[src/rtl/jkvl_pkg.sv]
// Package for the JSON key/value locator.
// Holds the scan phase and value kind codes, character codes, the cell link
// and result types, and byte class helpers. No dependencies.
package jkvl_pkg;

  localparam int MAX_KEY_BYTES_DEF = 16;
  localparam int POSITION_BITS_DEF = 16;
  localparam int OFFSET_BITS       = 16;
  localparam int CFG_INDEX_BITS    = 2;
  localparam int CFG_DATA_BITS     = 64;
  localparam int KEY_LEN_BITS      = 5;
  localparam int DEPTH_BITS        = 16;

  // Configuration register indexes
  localparam logic [CFG_INDEX_BITS-1:0] REG_KEY_LENGTH     = 2'd0;
  localparam logic [CFG_INDEX_BITS-1:0] REG_KEY_BYTES_LOW  = 2'd1;
  localparam logic [CFG_INDEX_BITS-1:0] REG_KEY_BYTES_HIGH = 2'd2;

  // Character codes
  localparam logic [7:0] CH_COLON  = 8'h3A;
  localparam logic [7:0] CH_LBRACE = 8'h7B;
  localparam logic [7:0] CH_RBRACE = 8'h7D;
  localparam logic [7:0] CH_QUOTE  = 8'h22;
  localparam logic [7:0] CH_ZERO   = 8'h30;
  localparam logic [7:0] CH_NINE   = 8'h39;
  localparam logic [7:0] CH_SPACE  = 8'h20;
  localparam logic [7:0] CH_TAB    = 8'h09;
  localparam logic [7:0] CH_LF     = 8'h0A;
  localparam logic [7:0] CH_CR     = 8'h0D;

  typedef enum logic [2:0] {
    PH_SEARCH,
    PH_KEY,
    PH_COLON,
    PH_OBJECT,
    PH_STRING,
    PH_NUMBER
  } phase_t;

  typedef enum logic [1:0] {
    KIND_NONE   = 2'd0,
    KIND_OBJECT = 2'd1,
    KIND_STRING = 2'd2,
    KIND_NUMBER = 2'd3
  } kind_t;

  // Byte handed from one window cell to the next
  typedef struct packed {
    logic       valid;
    logic [7:0] data;
  } link_t;

  // Window control shared by all cells
  typedef struct packed {
    logic shift;
    logic clear;
  } cell_ctl_t;

  // One result transaction
  typedef struct packed {
    logic                   found;
    kind_t                  kind;
    logic [OFFSET_BITS-1:0] start;
    logic [OFFSET_BITS-1:0] length;
  } result_t;

  function automatic logic is_space(input logic [7:0] c);
    return (c == CH_SPACE) || (c == CH_TAB) || (c == CH_LF) || (c == CH_CR);
  endfunction

  function automatic logic is_digit(input logic [7:0] c);
    return (c >= CH_ZERO) && (c <= CH_NINE);
  endfunction

endpackage

[src/rtl/jkvl_cell.sv]
// One slot of the key match window for the JSON key/value locator.
// Holds one byte and its valid bit, compares the incoming byte with its key byte.
// Depends on jkvl_pkg.
module jkvl_cell
  import jkvl_pkg::*;
(
  input  logic       clk,
  input  logic       rst_n,
  input  cell_ctl_t  ctl,
  input  link_t      link_in,
  input  logic       active,
  input  logic [7:0] key_byte,
  output link_t      link_out,
  output logic       hit
);

  logic       valid_r, valid_nxt;
  logic [7:0] data_r,  data_nxt;

  // Clear on end of text, take neighbor's byte on shift, else hold
  always_comb begin
    valid_nxt = valid_r;
    data_nxt  = data_r;
    if (ctl.clear) begin
      valid_nxt = 1'b0;
      data_nxt  = 8'h00;
    end else if (ctl.shift) begin
      valid_nxt = link_in.valid;
      data_nxt  = link_in.data;
    end
  end

  always_ff @(posedge clk) begin
    if (!rst_n) begin
      valid_r <= 1'b0;
    end else begin
      valid_r <= valid_nxt;
    end
  end

  always_ff @(posedge clk) begin
    data_r <= data_nxt;
  end

  // Compare the byte that shifts in; slots past the key length always agree
  assign hit = !active || (link_in.valid && (link_in.data == key_byte));

  assign link_out.valid = valid_r;
  assign link_out.data  = data_r;

endmodule

[src/rtl/jkvl_skid.sv]
// Two-entry result buffer for the JSON key/value locator.
// Output register plus skid register so the scanner keeps running while a
// result waits. Depends on jkvl_pkg.
module jkvl_skid
  import jkvl_pkg::*;
(
  input  logic    clk,
  input  logic    rst_n,
  input  logic    push,
  input  result_t push_data,
  output logic    space,
  output logic    out_valid,
  input  logic    out_ready,
  output result_t out_data
);

  logic    out_valid_r,  out_valid_nxt;
  logic    skid_valid_r, skid_valid_nxt;
  result_t out_data_r,   out_data_nxt;
  result_t skid_data_r,  skid_data_nxt;

  // Refill the output register from the skid first, then from a new push
  always_comb begin
    out_valid_nxt  = out_valid_r;
    skid_valid_nxt = skid_valid_r;
    out_data_nxt   = out_data_r;
    skid_data_nxt  = skid_data_r;
    if (!out_valid_r || out_ready) begin
      if (skid_valid_r) begin
        out_valid_nxt  = 1'b1;
        out_data_nxt   = skid_data_r;
        skid_valid_nxt = 1'b0;
      end else if (push) begin
        out_valid_nxt = 1'b1;
        out_data_nxt  = push_data;
      end else begin
        out_valid_nxt = 1'b0;
      end
    end else if (push) begin
      skid_valid_nxt = 1'b1;
      skid_data_nxt  = push_data;
    end
  end

  always_ff @(posedge clk) begin
    if (!rst_n) begin
      out_valid_r  <= 1'b0;
      skid_valid_r <= 1'b0;
    end else begin
      out_valid_r  <= out_valid_nxt;
      skid_valid_r <= skid_valid_nxt;
    end
  end

  always_ff @(posedge clk) begin
    out_data_r  <= out_data_nxt;
    skid_data_r <= skid_data_nxt;
  end

  assign space     = !skid_valid_r;
  assign out_valid = out_valid_r;
  assign out_data  = out_data_r;

endmodule

[src/rtl/json_key_value_locator.sv]
// JSON key/value locator: one text byte per transaction, one result per text.
// Throughput: one byte per cycle while the result buffer has space; the key window is a chain of byte cells that
// shifts while searching and compares every slot in the cycle the byte is accepted.
// The result is registered in the result buffer's output register, or in its skid register while the output waits.
// Reset (synchronous, rst_n low): window, position, phase and result buffer
// cleared; key_length reads 1, key bytes 0.
module json_key_value_locator
  import jkvl_pkg::*;
#(
  parameter int MAX_KEY_BYTES = MAX_KEY_BYTES_DEF,
  parameter int POSITION_BITS = POSITION_BITS_DEF
) (
  input  logic                      clk,
  input  logic                      rst_n,
  // Text bytes
  input  logic                      in_tvalid,
  output logic                      in_tready,
  input  logic [7:0]                in_tdata,   // [7:0] char_byte
  input  logic                      in_tlast,   // is_last
  // Results
  output logic                      out_tvalid,
  input  logic                      out_tready,
  output logic [31:0]               out_tdata,  // [15:0] value_start, [31:16] value_length
  output logic [2:0]                out_tuser,  // [0] found, [2:1] value_kind
  // Configuration writes
  input  logic                      cfg_valid,
  output logic                      cfg_ready,
  input  logic [CFG_INDEX_BITS-1:0] cfg_index,
  input  logic [CFG_DATA_BITS-1:0]  cfg_data
);

  localparam int LW  = $clog2(MAX_KEY_BYTES + 1);
  localparam int KIW = (MAX_KEY_BYTES > 1) ? $clog2(MAX_KEY_BYTES) : 1;
  localparam int PB  = POSITION_BITS;

  // Configuration registers
  logic [KEY_LEN_BITS-1:0]  key_length_r;
  logic [CFG_DATA_BITS-1:0] key_low_r;
  logic [CFG_DATA_BITS-1:0] key_high_r;

  assign cfg_ready = 1'b1;

  always_ff @(posedge clk) begin
    if (!rst_n) begin
      key_length_r <= KEY_LEN_BITS'(1);
      key_low_r    <= '0;
      key_high_r   <= '0;
    end else if (cfg_valid && cfg_ready) begin
      unique case (cfg_index)
        REG_KEY_LENGTH:     key_length_r <= cfg_data[KEY_LEN_BITS-1:0];
        REG_KEY_BYTES_LOW:  key_low_r    <= cfg_data;
        REG_KEY_BYTES_HIGH: key_high_r   <= cfg_data;
        default: ;
      endcase
    end
  end

  // Scanner state
  phase_t                phase_r,  phase_nxt;
  logic [PB-1:0]         pos_r;
  logic [DEPTH_BITS-1:0] depth_r,  depth_nxt;
  logic [PB-1:0]         span_r,   span_nxt;
  logic                  answer_r;

  logic       in_fire;
  logic [7:0] c;
  logic       last;
  logic       space_ok;

  assign c         = in_tdata;
  assign last      = in_tlast;
  assign in_tready = space_ok;
  assign in_fire   = in_tvalid && in_tready;

  // Key bytes laid out by index, zero beyond the sixteenth
  logic [7:0]       key_arr [MAX_KEY_BYTES];
  logic [LW-1:0]    eff_len;
  logic [7:0]       key_sel [MAX_KEY_BYTES];
  logic [MAX_KEY_BYTES-1:0] active;

  always_comb begin
    for (int j = 0; j < MAX_KEY_BYTES; j++) begin
      if (j < 8) begin
        key_arr[j] = key_low_r[(j % 8) * 8 +: 8];
      end else if (j < 16) begin
        key_arr[j] = key_high_r[(j % 8) * 8 +: 8];
      end else begin
        key_arr[j] = 8'h00;
      end
    end
  end

  // Clamp key length to one through the window size
  always_comb begin
    int len;
    len = int'(key_length_r);
    if (len == 0) begin
      len = 1;
    end else if (len > MAX_KEY_BYTES) begin
      len = MAX_KEY_BYTES;
    end
    eff_len = LW'(len);
  end

  // Slot i, holding the i-th newest byte, checks key byte len-1-i
  always_comb begin
    for (int i = 0; i < MAX_KEY_BYTES; i++) begin
      if (i < int'(eff_len)) begin
        active[i]  = 1'b1;
        key_sel[i] = key_arr[KIW'(int'(eff_len) - 1 - i)];
      end else begin
        active[i]  = 1'b0;
        key_sel[i] = 8'h00;
      end
    end
  end

  // Window cell chain, slot 0 takes the new byte
  cell_ctl_t                ctl;
  link_t                    links [MAX_KEY_BYTES+1];
  logic [MAX_KEY_BYTES-1:0] hits;
  logic                     key_match;

  assign ctl.clear      = in_fire && last;
  assign ctl.shift      = in_fire && !answer_r && (phase_r == PH_SEARCH);
  assign links[0].valid = 1'b1;
  assign links[0].data  = c;

  for (genvar g = 0; g < MAX_KEY_BYTES; g++) begin : g_cell
    jkvl_cell u_cell (
      .clk      (clk),
      .rst_n    (rst_n),
      .ctl      (ctl),
      .link_in  (links[g]),
      .active   (active[g]),
      .key_byte (key_sel[g]),
      .link_out (links[g+1]),
      .hit      (hits[g])
    );
  end

  assign key_match = &hits;

  // Next phase, depth and span start
  always_comb begin
    phase_nxt = phase_r;
    depth_nxt = depth_r;
    span_nxt  = span_r;
    if (!answer_r) begin
      unique case (phase_r)
        PH_SEARCH: begin
          if (key_match) phase_nxt = PH_KEY;
        end
        PH_KEY: begin
          if ((c == CH_COLON) && !last) phase_nxt = PH_COLON;
        end
        PH_COLON: begin
          if (c == CH_LBRACE) begin
            phase_nxt = PH_OBJECT;
            depth_nxt = DEPTH_BITS'(1);
            span_nxt  = pos_r + PB'(1);
          end else if (c == CH_QUOTE) begin
            phase_nxt = PH_STRING;
            span_nxt  = pos_r + PB'(1);
          end else if (is_digit(c)) begin
            span_nxt = pos_r;
            if (!last) phase_nxt = PH_NUMBER;
          end
        end
        PH_OBJECT: begin
          if (c == CH_LBRACE) begin
            if (depth_r != {DEPTH_BITS{1'b1}}) depth_nxt = depth_r + DEPTH_BITS'(1);
          end else if (c == CH_RBRACE) begin
            if (depth_r != '0) depth_nxt = depth_r - DEPTH_BITS'(1);
          end
        end
        PH_STRING: ;
        PH_NUMBER: ;
        default: ;
      endcase
    end
  end

  // Result decision
  logic          emit;
  result_t       res;
  logic [PB-1:0] span_len;
  logic [PB-1:0] pos_inc;

  assign span_len = pos_r - span_r;
  assign pos_inc  = pos_r + PB'(1);

  always_comb begin
    emit       = 1'b0;
    res.found  = 1'b0;
    res.kind   = KIND_NONE;
    res.start  = '0;
    res.length = '0;
    if (!answer_r) begin
      unique case (phase_r)
        PH_SEARCH: ;
        PH_KEY: begin
          if (c == CH_COLON) begin
            if (last) emit = 1'b1;
          end else if (!is_space(c)) begin
            emit = 1'b1;
          end
        end
        PH_COLON: begin
          if (is_space(c) || (c == CH_LBRACE) || (c == CH_QUOTE)) begin
            emit = 1'b0;
          end else if (is_digit(c)) begin
            if (last) begin
              emit       = 1'b1;
              res.found  = 1'b1;
              res.kind   = KIND_NUMBER;
              res.start  = OFFSET_BITS'(pos_r);
              res.length = OFFSET_BITS'(1);
            end
          end else begin
            emit = 1'b1;
          end
        end
        PH_OBJECT: begin
          if ((c == CH_RBRACE) && (depth_nxt == '0)) begin
            emit       = 1'b1;
            res.found  = 1'b1;
            res.kind   = KIND_OBJECT;
            res.start  = OFFSET_BITS'(span_r);
            res.length = OFFSET_BITS'(span_len);
          end
        end
        PH_STRING: begin
          if (c == CH_QUOTE) begin
            emit       = 1'b1;
            res.found  = 1'b1;
            res.kind   = KIND_STRING;
            res.start  = OFFSET_BITS'(span_r);
            res.length = OFFSET_BITS'(span_len);
          end
        end
        PH_NUMBER: begin
          if (!is_digit(c)) begin
            emit       = 1'b1;
            res.found  = 1'b1;
            res.kind   = KIND_NUMBER;
            res.start  = OFFSET_BITS'(span_r);
            res.length = OFFSET_BITS'(span_len);
          end else if (last) begin
            emit       = 1'b1;
            res.found  = 1'b1;
            res.kind   = KIND_NUMBER;
            res.start  = OFFSET_BITS'(span_r);
            res.length = OFFSET_BITS'(pos_inc - span_r);
          end
        end
        default: emit = 1'b1;
      endcase
      // Undecided at end of text: report failure
      if (!emit && last) emit = 1'b1;
    end
  end

  // Advance scanner state per accepted byte; end of text starts a new one
  always_ff @(posedge clk) begin
    if (!rst_n) begin
      phase_r  <= PH_SEARCH;
      pos_r    <= '0;
      depth_r  <= '0;
      span_r   <= '0;
      answer_r <= 1'b0;
    end else if (in_fire) begin
      if (last) begin
        phase_r  <= PH_SEARCH;
        pos_r    <= '0;
        depth_r  <= '0;
        span_r   <= '0;
        answer_r <= 1'b0;
      end else begin
        phase_r  <= phase_nxt;
        pos_r    <= pos_inc;
        depth_r  <= depth_nxt;
        span_r   <= span_nxt;
        answer_r <= answer_r || emit;
      end
    end
  end

  // Result buffer
  result_t out_res;

  jkvl_skid u_skid (
    .clk       (clk),
    .rst_n     (rst_n),
    .push      (in_fire && emit),
    .push_data (res),
    .space     (space_ok),
    .out_valid (out_tvalid),
    .out_ready (out_tready),
    .out_data  (out_res)
  );

  assign out_tdata = {out_res.length, out_res.start};
  assign out_tuser = {out_res.kind, out_res.found};

endmodule
[config.mk]
export PLATFORM = sky130hd
export DESIGN_NAME = json_key_value_locator
export DESIGN_NICKNAME = d
export VERILOG_FILES = /design/src/rtl/jkvl_pkg.sv /design/src/rtl/jkvl_cell.sv /design/src/rtl/jkvl_skid.sv /design/src/rtl/json_key_value_locator.sv
export SDC_FILE = /design/constraint.sdc
export NUM_CORES = 1
export LEC_CHECK = 0
export ABC_CLOCK_PERIOD_IN_PS = 10620
export BUFFER_PORTS_ARGS = -buffer_cell sky130_fd_sc_hd__buf_2
export CAP_MARGIN = 30
export CORE_MARGIN = 1.5
export CORE_UTILIZATION = 57
export DETAILED_ROUTE_END_ITERATION = 10
export PLACE_DENSITY = 0.75
export SYNTH_ARGS = -nofsm -noshare
export SYNTH_HDL_FRONTEND = slang
export SYNTH_SLANG_ARGS = --single-unit
[constraint.sdc]
create_clock -name clk -period 10.62 [get_ports clk]
set_input_delay 2.124 -clock clk [delete_from_list [all_inputs] [get_ports clk]]
set_output_delay 2.124 -clock clk [all_outputs]
set_load 0.1 [all_outputs]
* Yosys cells after proc, flatten, opt, wreduce, memory -nomap -nowiden
Cells that the tools add are included. W data, S select, Z words.
Storage, ports and cells: flip-flop bits (word level) 392, input bits 80, output and inout bits 38, word-level logic and storage cells 375
Cells by class: $add $sub $neg 21, magnitude comparators 35, equal/unequal tests 36, muxes and demuxes 130, bitwise logic cells 18, reductions and logical operators 87
Operators by type and width (count):
- $bmux W8 S4 | 16
- $mux W8 | 48
- $mux W35 | 10
- $mux W16 | 14
- $pmux W35 S4 | 1
- $eq A8 B8 Y1 | 16
- $ge A4 B5 Y1 const B | 16
- $not A4 Y4 | 16
- $lt A4 B5 Y1 const A | 8
- $add A16 B1 Y16 const B | 2
- $pmux W16 S2 | 1
- $sub A16 B16 Y16 | 2
- $sub A4 B4 Y4 const B | 8
- $mux W1 | 29
- $eq A8 B4 Y1 const B | 3
- $eq A8 B6 Y1 const B | 3
- $logic_and A1 B1 Y1 | 24
- $logic_or A1 B1 Y1 | 23
- $logic_not A1 Y1 | 21
- $mux W3 | 7
- $lt A3 B5 Y1 const A | 4
- $eq A8 B7 Y1 const B | 2
- $logic_not A16 Y1 | 1
- $ne A16 B16 Y1 const B | 1
- 32 further kinds | 51

* Depth between registers and ports, before layout
Gate-level depths: netlist of the first run.
word-level depth 18, mapped depth 28, depth with buffers taken out 19

* Modules after synthesis
A second synthesis of the first run with hierarchy kept.
Second synthesis, totals: cell total of the unflattened synthesis 3013, area total of the unflattened synthesis 26435.4 um2
By module, submodules not included:
- json_key_value_locator | instances 1, cells each 2223, area each 16824.9 um2, seq. area each 3703.6 um2
- jkvl_cell | instances 16, cells each 42, area each 432.9 um2, seq. area each 180.2 um2
- jkvl_skid | instances 1, cells each 118, area each 2683.8 um2, seq. area each 2142.1 um2

* Least setup slack after synthesis of the first run
Ideal clock, no wire load.
kind in2reg, start point in in_tdata[5], end point reg u_skid.skid_data_r[0] in the netlist's numbering, enable pin, setup time 0.480 ns, data arrival time 7.586 ns, required time 10.140 ns, setup slack 2.554 ns, stages 13, path buffers 1, cells stage by stage clkbuf_1 nand4_1 nor4_1 o21ai_0 or4_1 a31oi_1 nor2b_1 o21bai_1 nor4_1 nand3_1 nand2_1 o21ai_0 a211oi_1
Between the ends: longest elaborated chain between the ends 16
RTL lines:
- start: declaration | RTL line json_key_value_locator.sv:18 | input logic [7:0] in_tdata,
- $eq A8 B7 Y1 | RTL line json_key_value_locator.sv:173, json_key_value_locator.sv:225
- $mux W16 | RTL line json_key_value_locator.sv:173 | end else if (c == CH_RBRACE) begin
- $mux W16 | RTL line json_key_value_locator.sv:171 | if (c == CH_LBRACE) begin
- $pmux W16 S2 | RTL line json_key_value_locator.sv:150 | unique case (phase_r)
- $mux W16 | RTL line json_key_value_locator.sv:149 | if (!answer_r) begin
- $logic_not A16 Y1 | RTL line json_key_value_locator.sv:225 | if ((c == CH_RBRACE) && (depth_nxt == '0)) begin
- $logic_and A1 B1 Y1 | RTL line json_key_value_locator.sv:225
- $mux W1 | RTL line json_key_value_locator.sv:225
- $pmux W1 S6 * | RTL line json_key_value_locator.sv:200 | unique case (phase_r)
- $mux W1 * | RTL line json_key_value_locator.sv:199 | if (!answer_r) begin
- $logic_not A1 Y1 | RTL line json_key_value_locator.sv:260 | if (!emit && last) emit = 1'b1;
- $logic_and A1 B1 Y1 | RTL line json_key_value_locator.sv:260
- $mux W1 * | RTL line json_key_value_locator.sv:260
- $mux W1 * | RTL line json_key_value_locator.sv:199
- $logic_and A1 B1 Y1 * | RTL line json_key_value_locator.sv:295 | .push (in_fire && emit),
- $reduce_and A2 Y1 (no source line) *
- end signal: assignment | RTL line jkvl_skid.sv:57 | skid_data_r <= skid_data_nxt;
- end: declaration | RTL line jkvl_skid.sv:20 | result_t skid_data_r, skid_data_nxt;
Every way passes the cells marked *; elsewhere a longest branch is shown, timed or not. The select of a mux whose other input is x is not followed. A chain may end at the register's enable or synchronous reset.

* Worst setup path after layout of the first run
start point reg key_length_r[3], end point reg phase_r[2]
Between the ends: longest elaborated chain between the ends 16
RTL lines:
- start: declaration | RTL line json_key_value_locator.sv:37 | logic [KEY_LEN_BITS-1:0] key_length_r;
- start signal: assignment | RTL line json_key_value_locator.sv:50 | REG_KEY_LENGTH: key_length_r <= cfg_data[KEY_LEN_BITS-1:0];
- $gt A5 B5 Y1 | RTL line json_key_value_locator.sv:99 | end else if (len > MAX_KEY_BYTES) begin
- $mux W5 | RTL line json_key_value_locator.sv:99
- $mux W5 * | RTL line json_key_value_locator.sv:97 | if (len == 0) begin
- $sub A4 B1 Y4 | RTL line json_key_value_locator.sv:110 | key_sel[i] = key_arr[KIW'(int'(eff_len) - 1 - i)];
- $sub A4 B2 Y4, or another cell as far along | RTL line json_key_value_locator.sv:110
- $not A4 Y4 (not written as such) | RTL line json_key_value_locator.sv:110
- $bmux W8 S4 | RTL line json_key_value_locator.sv:110
- $mux W8 (not written as such) (2 in a row) | RTL line json_key_value_locator.sv:110
- $mux W8 | RTL line json_key_value_locator.sv:108 | if (i < int'(eff_len)) begin
- $eq A8 B8 Y1 | RTL line jkvl_cell.sv:46 | assign hit = !active || (link_in.valid && (link_in.data == key_byte));
- $logic_and A1 B1 Y1 | RTL line jkvl_cell.sv:46
- $logic_or A1 B1 Y1 | RTL line jkvl_cell.sv:46
- $reduce_and A16 Y1 * | RTL line json_key_value_locator.sv:142 | assign key_match = &hits;
- $ne A3 B3 Y1 (no source line) *
- $reduce_and A6 Y1 (no source line) *
- end signal: assignment | RTL line json_key_value_locator.sv:280 | phase_r <= phase_nxt;
- end: declaration | RTL line json_key_value_locator.sv:59 | phase_t phase_r, phase_nxt;
Marks and branches as above.

==> load_flow_metrics.sql, run 1 <==
INSERT INTO impl_metrics (metric_group, metric, value, unit) VALUES
('status', 'status', 'finished, final reports clean', ''),
('setup_path', 'cp-start-kind', 'flop', ''),
('setup_path', 'worst-r2r-setup-slack', '3.26', 'ns'),
('floorplan', 'starting_density_of_the_core', '57.7', '%'),
('setup_path', 'critical_register_to_register_path_endpoint', 'phase_r[2]$_SDFFE_PN0P_', ''),
('global_routing', 'groute.usage.overall', '40.7', '%'),
('setup_path', 'cp_data_required_time', '11.14', 'ns'),
('place', 'detailedPlace.worstSlack', '3.34', 'ns'),
('clock_tree', 'post_cts_resized', '0', ''),
('pwr', 'static-leakage-power', '9.86', 'nW'),
('synthesis', 'synth_area', '26100', 'sq um'),
('place', 'port_buffers', '116', ''),
('setup_path', 'rr_worst_depth', '22', ''),
('synthesis', 'synthTopCellsByArea', 'sky130_fd_sc_hd__dfxtp_1 (25%), sky130_fd_sc_hd__mux4_2 (14%), sky130_fd_sc_hd__nand2_1 (9.7%), sky130_fd_sc_hd__edfxtp_1 (8.0%), sky130_fd_sc_hd__a21oi_1 (4.6%)', ''),
('setup_path', 'path_class', 'reg -> reg', ''),
('synthesis', 'synth.lib_cells_used.distinct', '87', ''),
('synthesis', 'seq_area_frac_synth', '32.7', '%'),
('global_routing', 'groute.layer.met2.usage', '65.5', '%'),
('timing', 'layout_min_cycle_time', '7.36', 'ns'),
('floorplan', 'fp-row-count', '78', ''),
('clock_tree', 'cts.repair_timing.setup_buffer_count', '0', ''),
('synthesis', 'synth-async-reset-ratio', '0', '%'),
('timing', 'maxSlewViolCount', '0', ''),
('route', 'avgRoutedWirePerCell', '26.5', 'um'),
('cells_and_area', 'drive_above_1_share', '14.2', '%'),
('clock_tree', 'later_pin_clock_latency_in_the_skew_report', '0.61', 'ns'),
('clock_tree', 'post_cts_hold_buffer_count', '0', ''),
('synthesis', 'synthesis.instances', '3038', ''),
('global_routing', 'grtUsageMet3', '8.32', '%'),
('clock_tree', 'clockRootBuffer', 'sky130_fd_sc_hd__clkbuf_16', ''),
('synthesis', 'synth_compound_area_share', '18.2', '%'),
('timing', 'crit_share_post_route', '69.3', '%'),
('route', 'drt_first_pass_iters', '8', ''),
('setup_path', 'worst-path-buf-inv', '6', ''),
('timing', 'tns', '0', 'ns'),
('setup_path', 'timing.critical_path.fanout_max', '49', ''),
('cells_and_area', 'num-nets-final', '3134', ''),
('cells_and_area', 'multiInputGateArea', '16500', 'sq um'),
('synthesis', 'synth-simple-area-share', '20.1', '%'),
('setup_path', 'timing.critical_path.cells', 'buf_4, or4_1, buf_4, nand2_8, inv_6, ha_1, xor2_1, buf_4, inv_2, ha_1, a21oi_1, nor4_2, xnor2_2, buf_4, mux4_2, xnor2_1, nand4_1, nor4_1, o21ai_1, a2111o_1, o32ai_2, mux2i_1', ''),
('cells_and_area', 'n_fill_cell', '3872', ''),
('synthesis', 'post_synth_edffs', '70', ''),
('synthesis', 'synth_nets', '3164', ''),
('setup_path', 'timing.critical_path.slowest_stage_cell', 'sky130_fd_sc_hd__nor4_2', ''),
('synthesis', 'largest_family_of_logic_cells_by_synthesized_area', 'simple AND/OR/NAND/NOR gates', ''),
('clock_tree', 'numCtsBuffers', '43', ''),
('floorplan', 'die_height', '217', 'um'),
('min_path', 'source_of_the_worst_hold_timing_path', 'g_cell[9].u_cell.valid_r$_SDFFE_PP0P_', ''),
('clock_tree', 'max-clock-path-buffers', '3', ''),
('global_routing', 'grt_pass1_vias', '22873', ''),
('place', 'gpl.final_weighted_congestion', '1.09', ''),
('synthesis', 'dominantRegCellSynth', 'sky130_fd_sc_hd__dfxtp_1', ''),
('synthesis', 'synth.yosys.warnings', '0', ''),
('global_routing', 'grt_start_max_net_pins', '131', ''),
('floorplan', 'ios', '118', ''),
('timing', 'grt_setup_unrepaired', 'no', ''),
('global_routing', 'busiest_layer', 'met2', ''),
('job', 'max-cap-violations', '0', ''),
('setup_path', 'endpoint_kind', 'flop', ''),
('clock_tree', 'clock_sinks', '392', ''),
('global_routing', 'grtUsageMet1', '48.7', '%'),
('pwr', 'p_total', '3.81', 'mW'),
('route', 'remaining_drc_errors', '0', ''),
('synthesis', 'yosys.area.top_type', 'sky130_fd_sc_hd__dfxtp_1', ''),
('timing', 'fmax', '136', 'MHz'),
('synthesis', 'avgSynthCellArea', '8.60', 'sq um'),
('global_routing', 'antenna_found_initial', '3', ''),
('floorplan', 'fp.dieW', '217', 'um'),
('timing', 'worst_clock_skew', '0.0143', 'ns'),
('floorplan', 'die-area', '47100', 'sq um'),
('setup_path', 'critical-path-top-cell-by-count', 'sky130_fd_sc_hd__buf_4', '');
## synthesized netlist by cell type (all sizes together) (7+ instances only)
cell,n
clkbuf,181
mux4,159
nand3,62
a22o,9
nand4,30
a221oi,10
nor4,24
a22oi,71
or4,7
inv,51
nand2,679
nor2,144
o21ai,105
a31oi,37
xnor2,101
o211ai,11
mux2i,71
a21oi,240
or3,10
ha,44
nor2b,58
nor3,45
a21o,8
and3,29
buf,54
nand2b,28
mux2,7
dfxtp,322
a21boi,140
o31ai,36
and2,17
edfxtp,70
xor2,64
o41ai,7
## worst max-delay path by stage
stage	start	endpoint	slack (ns)	depth (start not counted)
3_5_place_dp	key_length_r[3]$_SDFFE_PN0P_	phase_r[2]$_SDFFE_PN0P_	3.34	22
3_3_place_gp	in_tdata[5]	u_skid.out_data[3]$_DFFE_PP_	3.24	14
5_1_grt	key_length_r[4]$_SDFFE_PN0P_	phase_r[1]$_SDFFE_PN0P_	2.83	20
6_report	key_length_r[3]$_SDFFE_PN0P_	phase_r[2]$_SDFFE_PN0P_	3.26	22
2_1_floorplan	in_tdata[5]	u_skid.skid_data_r[0]$_DFFE_PP_	2.55	13
4_1_cts	key_length_r[3]$_SDFFE_PN0P_	phase_r[2]$_SDFFE_PN0P_	3.34	22
## worst min-delay path, cell delays in order (launching register included)
cell	delay (ns)
sky130_fd_sc_hd__dfxtp_1	0.32
sky130_fd_sc_hd__nand2_1	0.05
sky130_fd_sc_hd__a21oi_1	0.05
## per-stage QoR
stage / std cells / hold slack [ns] / cell area [sq um]
final: 3645 / 0.479 / 28500
after global routing: 3645 / 0.495 / 28500
after CTS: 3642 / 0.476 / 28500
after detailed placement: 3562 / 0.467 / 27000
after global placement: 3557 / 0.457 / 26900
after floorplan: 3038 / 0.433 / 26100
## layout make-up
cell class                 count  share of cell area (%)
multi-input combinational   2358                    57.9
sequential                   392                    30.0
clock buffer                  63                    4.54
timing repair buffer         160                    3.38
tap                          600                    2.63
clock inverter                17                   0.760
inverter                      53                   0.716
antenna                        2                  0.0176
## cell families after synthesis
| logic type | Yosys count |
|---|---|
| AO/OA/AOI/OAI | 741 |
| XOR/XNOR | 165 |
| adder cells (fa/ha/maj) | 46 |
| buffers and inverters | 288 |
| flip-flops | 392 |
| multiplexers | 237 |
| other | 1 |
| AND/OR/NAND/NOR | 1168 |
## layout by cell type (no fill, tap or decap), types with 41 or more instances in the layout
| cell | instances |
|---|---|
| sky130_fd_sc_hd__o21ai_0 | 99 |
| sky130_fd_sc_hd__mux4_2 | 159 |
| sky130_fd_sc_hd__nor2b_1 | 57 |
| sky130_fd_sc_hd__nor3_1 | 45 |
| sky130_fd_sc_hd__buf_2 | 116 |
| sky130_fd_sc_hd__xnor2_1 | 98 |
| sky130_fd_sc_hd__inv_1 | 48 |
| sky130_fd_sc_hd__buf_4 | 41 |
| sky130_fd_sc_hd__clkbuf_16 | 44 |
| sky130_fd_sc_hd__dfxtp_1 | 321 |
| sky130_fd_sc_hd__edfxtp_1 | 70 |
| sky130_fd_sc_hd__xor2_1 | 64 |
| sky130_fd_sc_hd__ha_1 | 44 |
| sky130_fd_sc_hd__nand3_1 | 61 |
| sky130_fd_sc_hd__mux2i_1 | 71 |
| sky130_fd_sc_hd__nor2_1 | 142 |
| sky130_fd_sc_hd__a22oi_1 | 71 |
| sky130_fd_sc_hd__a21boi_0 | 140 |
| sky130_fd_sc_hd__nand2_1 | 678 |
| sky130_fd_sc_hd__a21oi_1 | 239 |
## flip-flops by register name (all words and copies together) (netlist names), 16 cells and up
signal,flops
span_r,16
u_skid.skid_data_r,35
u_skid.out_data,35
g_cell.u_cell.data_r,120
key_low_r,64
depth_r,16
pos_r,16
key_high_r,64
## power breakdown
group / internal, mW / switching, mW
Combinational: 0.206 / 0.389
Clock: 0.926 / 0.662
Sequential: 1.55 / 0.0673
Total: 2.69 / 1.12
## metal layers
metal | part of all wire [%] | wire length, um | vias up
li1 | - | - | 10909
met1 | 36 | 35000 | 11696
met2 | 46 | 44500 | 1318
met3 | 9.0 | 8720 | 340
met4 | 8.7 | 8420 | 0
met5 | 0 | 0 | -
(Power assumes the default switching activity.)
==> inputs of run 2 (changes only) <==
Settings changed: ABC_CLOCK_PERIOD_IN_PS 10620 to 7670.
Clock period 10.62 ns to 7.67 ns, I/O delays scaled along.
==> run 2 against run 1 <==
- global-route usage is 0.16 points lower
- sequential share of layout area hardly changed
- combinational power is 41% higher
- cell area hardly changed
- die area stayed put
- clock skew is 0.0054 ns higher
- fmax is 16% higher
- final cell count is 0.33% higher
- critical path depth is 5 lower
- sequential cell count stayed put
- critical endpoint is now phase_r[0]$_SDFFE_PN0P_
==> load_flow_metrics.sql, run 2 (synthesis results as in run 1) <==
INSERT INTO impl_metrics (metric_group, metric, value, unit) VALUES
('clock_tree', 'clockRootBuffer', 'sky130_fd_sc_hd__clkbuf_16', ''),
('clock_tree', 'tritoncts', 'done', ''),
('timing', 'final_hold_viol_count', '0', ''),
('timing', 'grt_setup_unrepaired', 'no', ''),
('route', 'avgRoutedWirePerCell', '26.2', 'um'),
('global_routing', 'grt-ovfl-total', '0', ''),
('cells_and_area', 'area_growth', '9.03', '%'),
('global_routing', 'grt_first_pass_wirelength', '144', 'mm'),
('clock_tree', 'numCtsBuffers', '42', ''),
('route', 'drt_first_pass_iters', '6', ''),
('timing', 'holdWs', '0.483', 'ns'),
('floorplan', 'fp.dieW', '217', 'um'),
('setup_path', 'cp-start-kind', 'flop', ''),
('clock_tree', 'post_cts_resized', '0', ''),
('clock_tree', 'post_cts_hold_buffer_count', '0', ''),
('timing', 'crit_share_post_route', '83.0', '%'),
('floorplan', 'ios', '118', ''),
('route', 'antenna_violating_nets_post_route', '0', ''),
('setup_path', 'path_class', 'reg -> reg', ''),
('global_routing', 'antenna_found_initial', '9', ''),
('route', 'totalWireLength', '95.8', 'mm'),
('place', 'placed_cells_incl_taps', '3576', ''),
('route', 'remaining_drc_errors', '0', ''),
('status', 'status', 'finished, final reports clean', ''),
('timing', 'layout_min_cycle_time', '6.37', 'ns'),
('cells_and_area', 'layout.cells.most_common', 'sky130_fd_sc_hd__nand2_1', ''),
('pwr', 'power_per_unit_of_standard_cell_area', '181', 'nW/um^2'),
('setup_path', 'cp_data_required_time', '8.18', 'ns'),
('timing', 'maxSlewHeadroom', '34.8', '%'),
('route', 'drtIter0Drc', '3098', ''),
('clock_tree', 'cts.clk_slew.worst_paths', '0.07', 'ns'),
('setup_path', 'endpoint_kind', 'flop', ''),
('place', 'detailed_place_hpwl', '73.0', 'mm'),
('timing', 'tightest_slew', '0.976', 'ns'),
('cells_and_area', 'top_register', 'g_cell.u_cell.data_r', ''),
('timing', 'tns', '0', 'ns'),
('pwr', 'static-leakage-power', '9.86', 'nW'),
('cells_and_area', 'layoutNonFillerInstCount', '3657', ''),
('floorplan', 'fp-row-count', '78', ''),
('clock_tree', 'clock_sinks', '392', ''),
('pwr', 'irDropWorstVdd', '257', 'uV'),
('place', 'gpl.final_weighted_congestion', '1.10', ''),
('cells_and_area', 'drive_above_1_share', '14.4', '%'),
('global_routing', 'grt_pass1_vias', '22820', ''),
('place', 'port_buffers', '116', ''),
('clock_tree', 'cts.htree.levels', '2', ''),
('cells_and_area', 'reg_top3', 'g_cell.u_cell.data_r (120), key_high_r (64), key_low_r (64)', ''),
('timing', 'maxSlewViolCount', '0', ''),
('cells_and_area', 'num-nets-final', '3148', ''),
('place', 'postPlaceCellArea', '27100', 'sq um'),
('cells_and_area', 'largest_register_ffs', '120', ''),
('floorplan', 'core-area', '45300', 'sq um'),
('setup_path', 'worstPathArrival', '6.87', 'ns'),
('cells_and_area', 'layout.cells.most_common_list', 'sky130_fd_sc_hd__nand2_1 (678), sky130_fd_sc_hd__dfxtp_1 (321), sky130_fd_sc_hd__a21oi_1 (239)', ''),
('floorplan', 'starting_density_of_the_core', '57.7', '%'),
('clock_tree', 'max-clock-path-buffers', '3', ''),
('cells_and_area', 'total_non_filler_cell_area_in_the_finished_layout', '28500', 'sq um'),
('global_routing', 'groute.usage.overall', '40.6', '%'),
('global_routing', 'grt_start_max_net_pins', '103', ''),
('clock_tree', 'cts.repair_timing.setup_buffer_count', '0', ''),
('clock_tree', 'later_pin_clock_latency_in_the_skew_report', '0.58', 'ns'),
('timing', 'worst_clock_skew', '0.0197', 'ns'),
('job', 'max-cap-violations', '0', ''),
('min_path', 'hold_class', 'reg -> reg', ''),
('floorplan', 'die-area', '47100', 'sq um'),
('route', 'vias_per_cell', '6.68', ''),
('setup_path', 'timing.critical_path.fanout_max', '18', ''),
('timing', 'fmax', '157', 'MHz'),
('floorplan', 'die_height', '217', 'um'),
('pwr', 'p_total', '5.15', 'mW'),
('timing', 'setup-violations-final', '0', ''),
('route', 'dr_total_vias', '24430', '');
## run 2: cell count changes in the layout (fill, tap and decap cells not counted), moves of 2 or more
cell	change
sky130_fd_sc_hd__buf_2	+2
sky130_fd_sc_hd__buf_4	+11
sky130_fd_sc_hd__clkbuf_8	-6
sky130_fd_sc_hd__diode_2	+6
## run 2: power breakdown
part / switching [mW] / internal [mW] / leakage [nW]
registers: 0.0900 / 2.15 / 3.26
clock network: 0.883 / 1.19 / 0.667
logic: 0.543 / 0.295 / 5.94
total: 1.52 / 3.63 / 9.86
## run 2: stage by stage
stage / setup slack [ns] / util [%]
floorplan: 0.194 / -
global placement: 1.47 / 59.6
detailed placement: 1.50 / 59.7
CTS: 1.41 / 62.8
global route: 0.909 / 62.9
finish: 1.30 / 62.9
## run 2: routing by layer
| layer | vias to the layer above | GRT usage, % | share of wire, % | wire (um) |
|---|---|---|---|---|
| li1 | 10926 | - | - | - |
| met1 | 11881 | 49.9 | 37 | 35900 |
| met2 | 1307 | 65.3 | 46 | 44500 |
| met3 | 316 | 6.96 | 8.3 | 7980 |
| met4 | 0 | 27.7 | 7.7 | 7420 |
| met5 | - | 0 | 0 | 0 |
## run 2: worst paths after layout
check	end	slack (ns)	start	cells past startpoint
max	phase_r[0]$_SDFFE_PN0P_	1.30	key_length_r[1]$_SDFFE_PN0P_	17
min	g_cell[10].u_cell.valid_r$_SDFFE_PP0P_	0.48	g_cell[9].u_cell.valid_r$_SDFFE_PP0P_	2
max reg2reg	phase_r[0]$_SDFFE_PN0P_	1.30	key_length_r[1]$_SDFFE_PN0P_	17
min reg2reg	g_cell[10].u_cell.valid_r$_SDFFE_PP0P_	0.48	g_cell[9].u_cell.valid_r$_SDFFE_PP0P_	2
## run 2: critical path, stage by stage (launching register included)
cell and delay (ns):
sky130_fd_sc_hd__dfxtp_1 0.47, sky130_fd_sc_hd__or4_1 0.70, sky130_fd_sc_hd__nand2_8 0.12, sky130_fd_sc_hd__inv_6 0.09, sky130_fd_sc_hd__ha_1 0.55, sky130_fd_sc_hd__clkinv_1 0.17
sky130_fd_sc_hd__ha_1 0.31, sky130_fd_sc_hd__o41ai_1 0.43, sky130_fd_sc_hd__or4_1 0.19, sky130_fd_sc_hd__and2_1 0.77, sky130_fd_sc_hd__mux4_2 0.61, sky130_fd_sc_hd__xnor2_1 0.14
sky130_fd_sc_hd__nand2_1 0.09, sky130_fd_sc_hd__a2111oi_0 0.42, sky130_fd_sc_hd__nor4b_2 0.29, sky130_fd_sc_hd__o2111ai_1 0.16, sky130_fd_sc_hd__o32ai_2 0.52, sky130_fd_sc_hd__mux2i_1 0.24
## run 2: cell type report
cell class,count,area (sq um)
fill,3835,16800
multi-input combinational,2358,16500
sequential,392,8550
clock buffer,55,1180
timing repair buffer,175,1090
tap,600,751
inverter,53,204
clock inverter,16,186
antenna,8,20.0
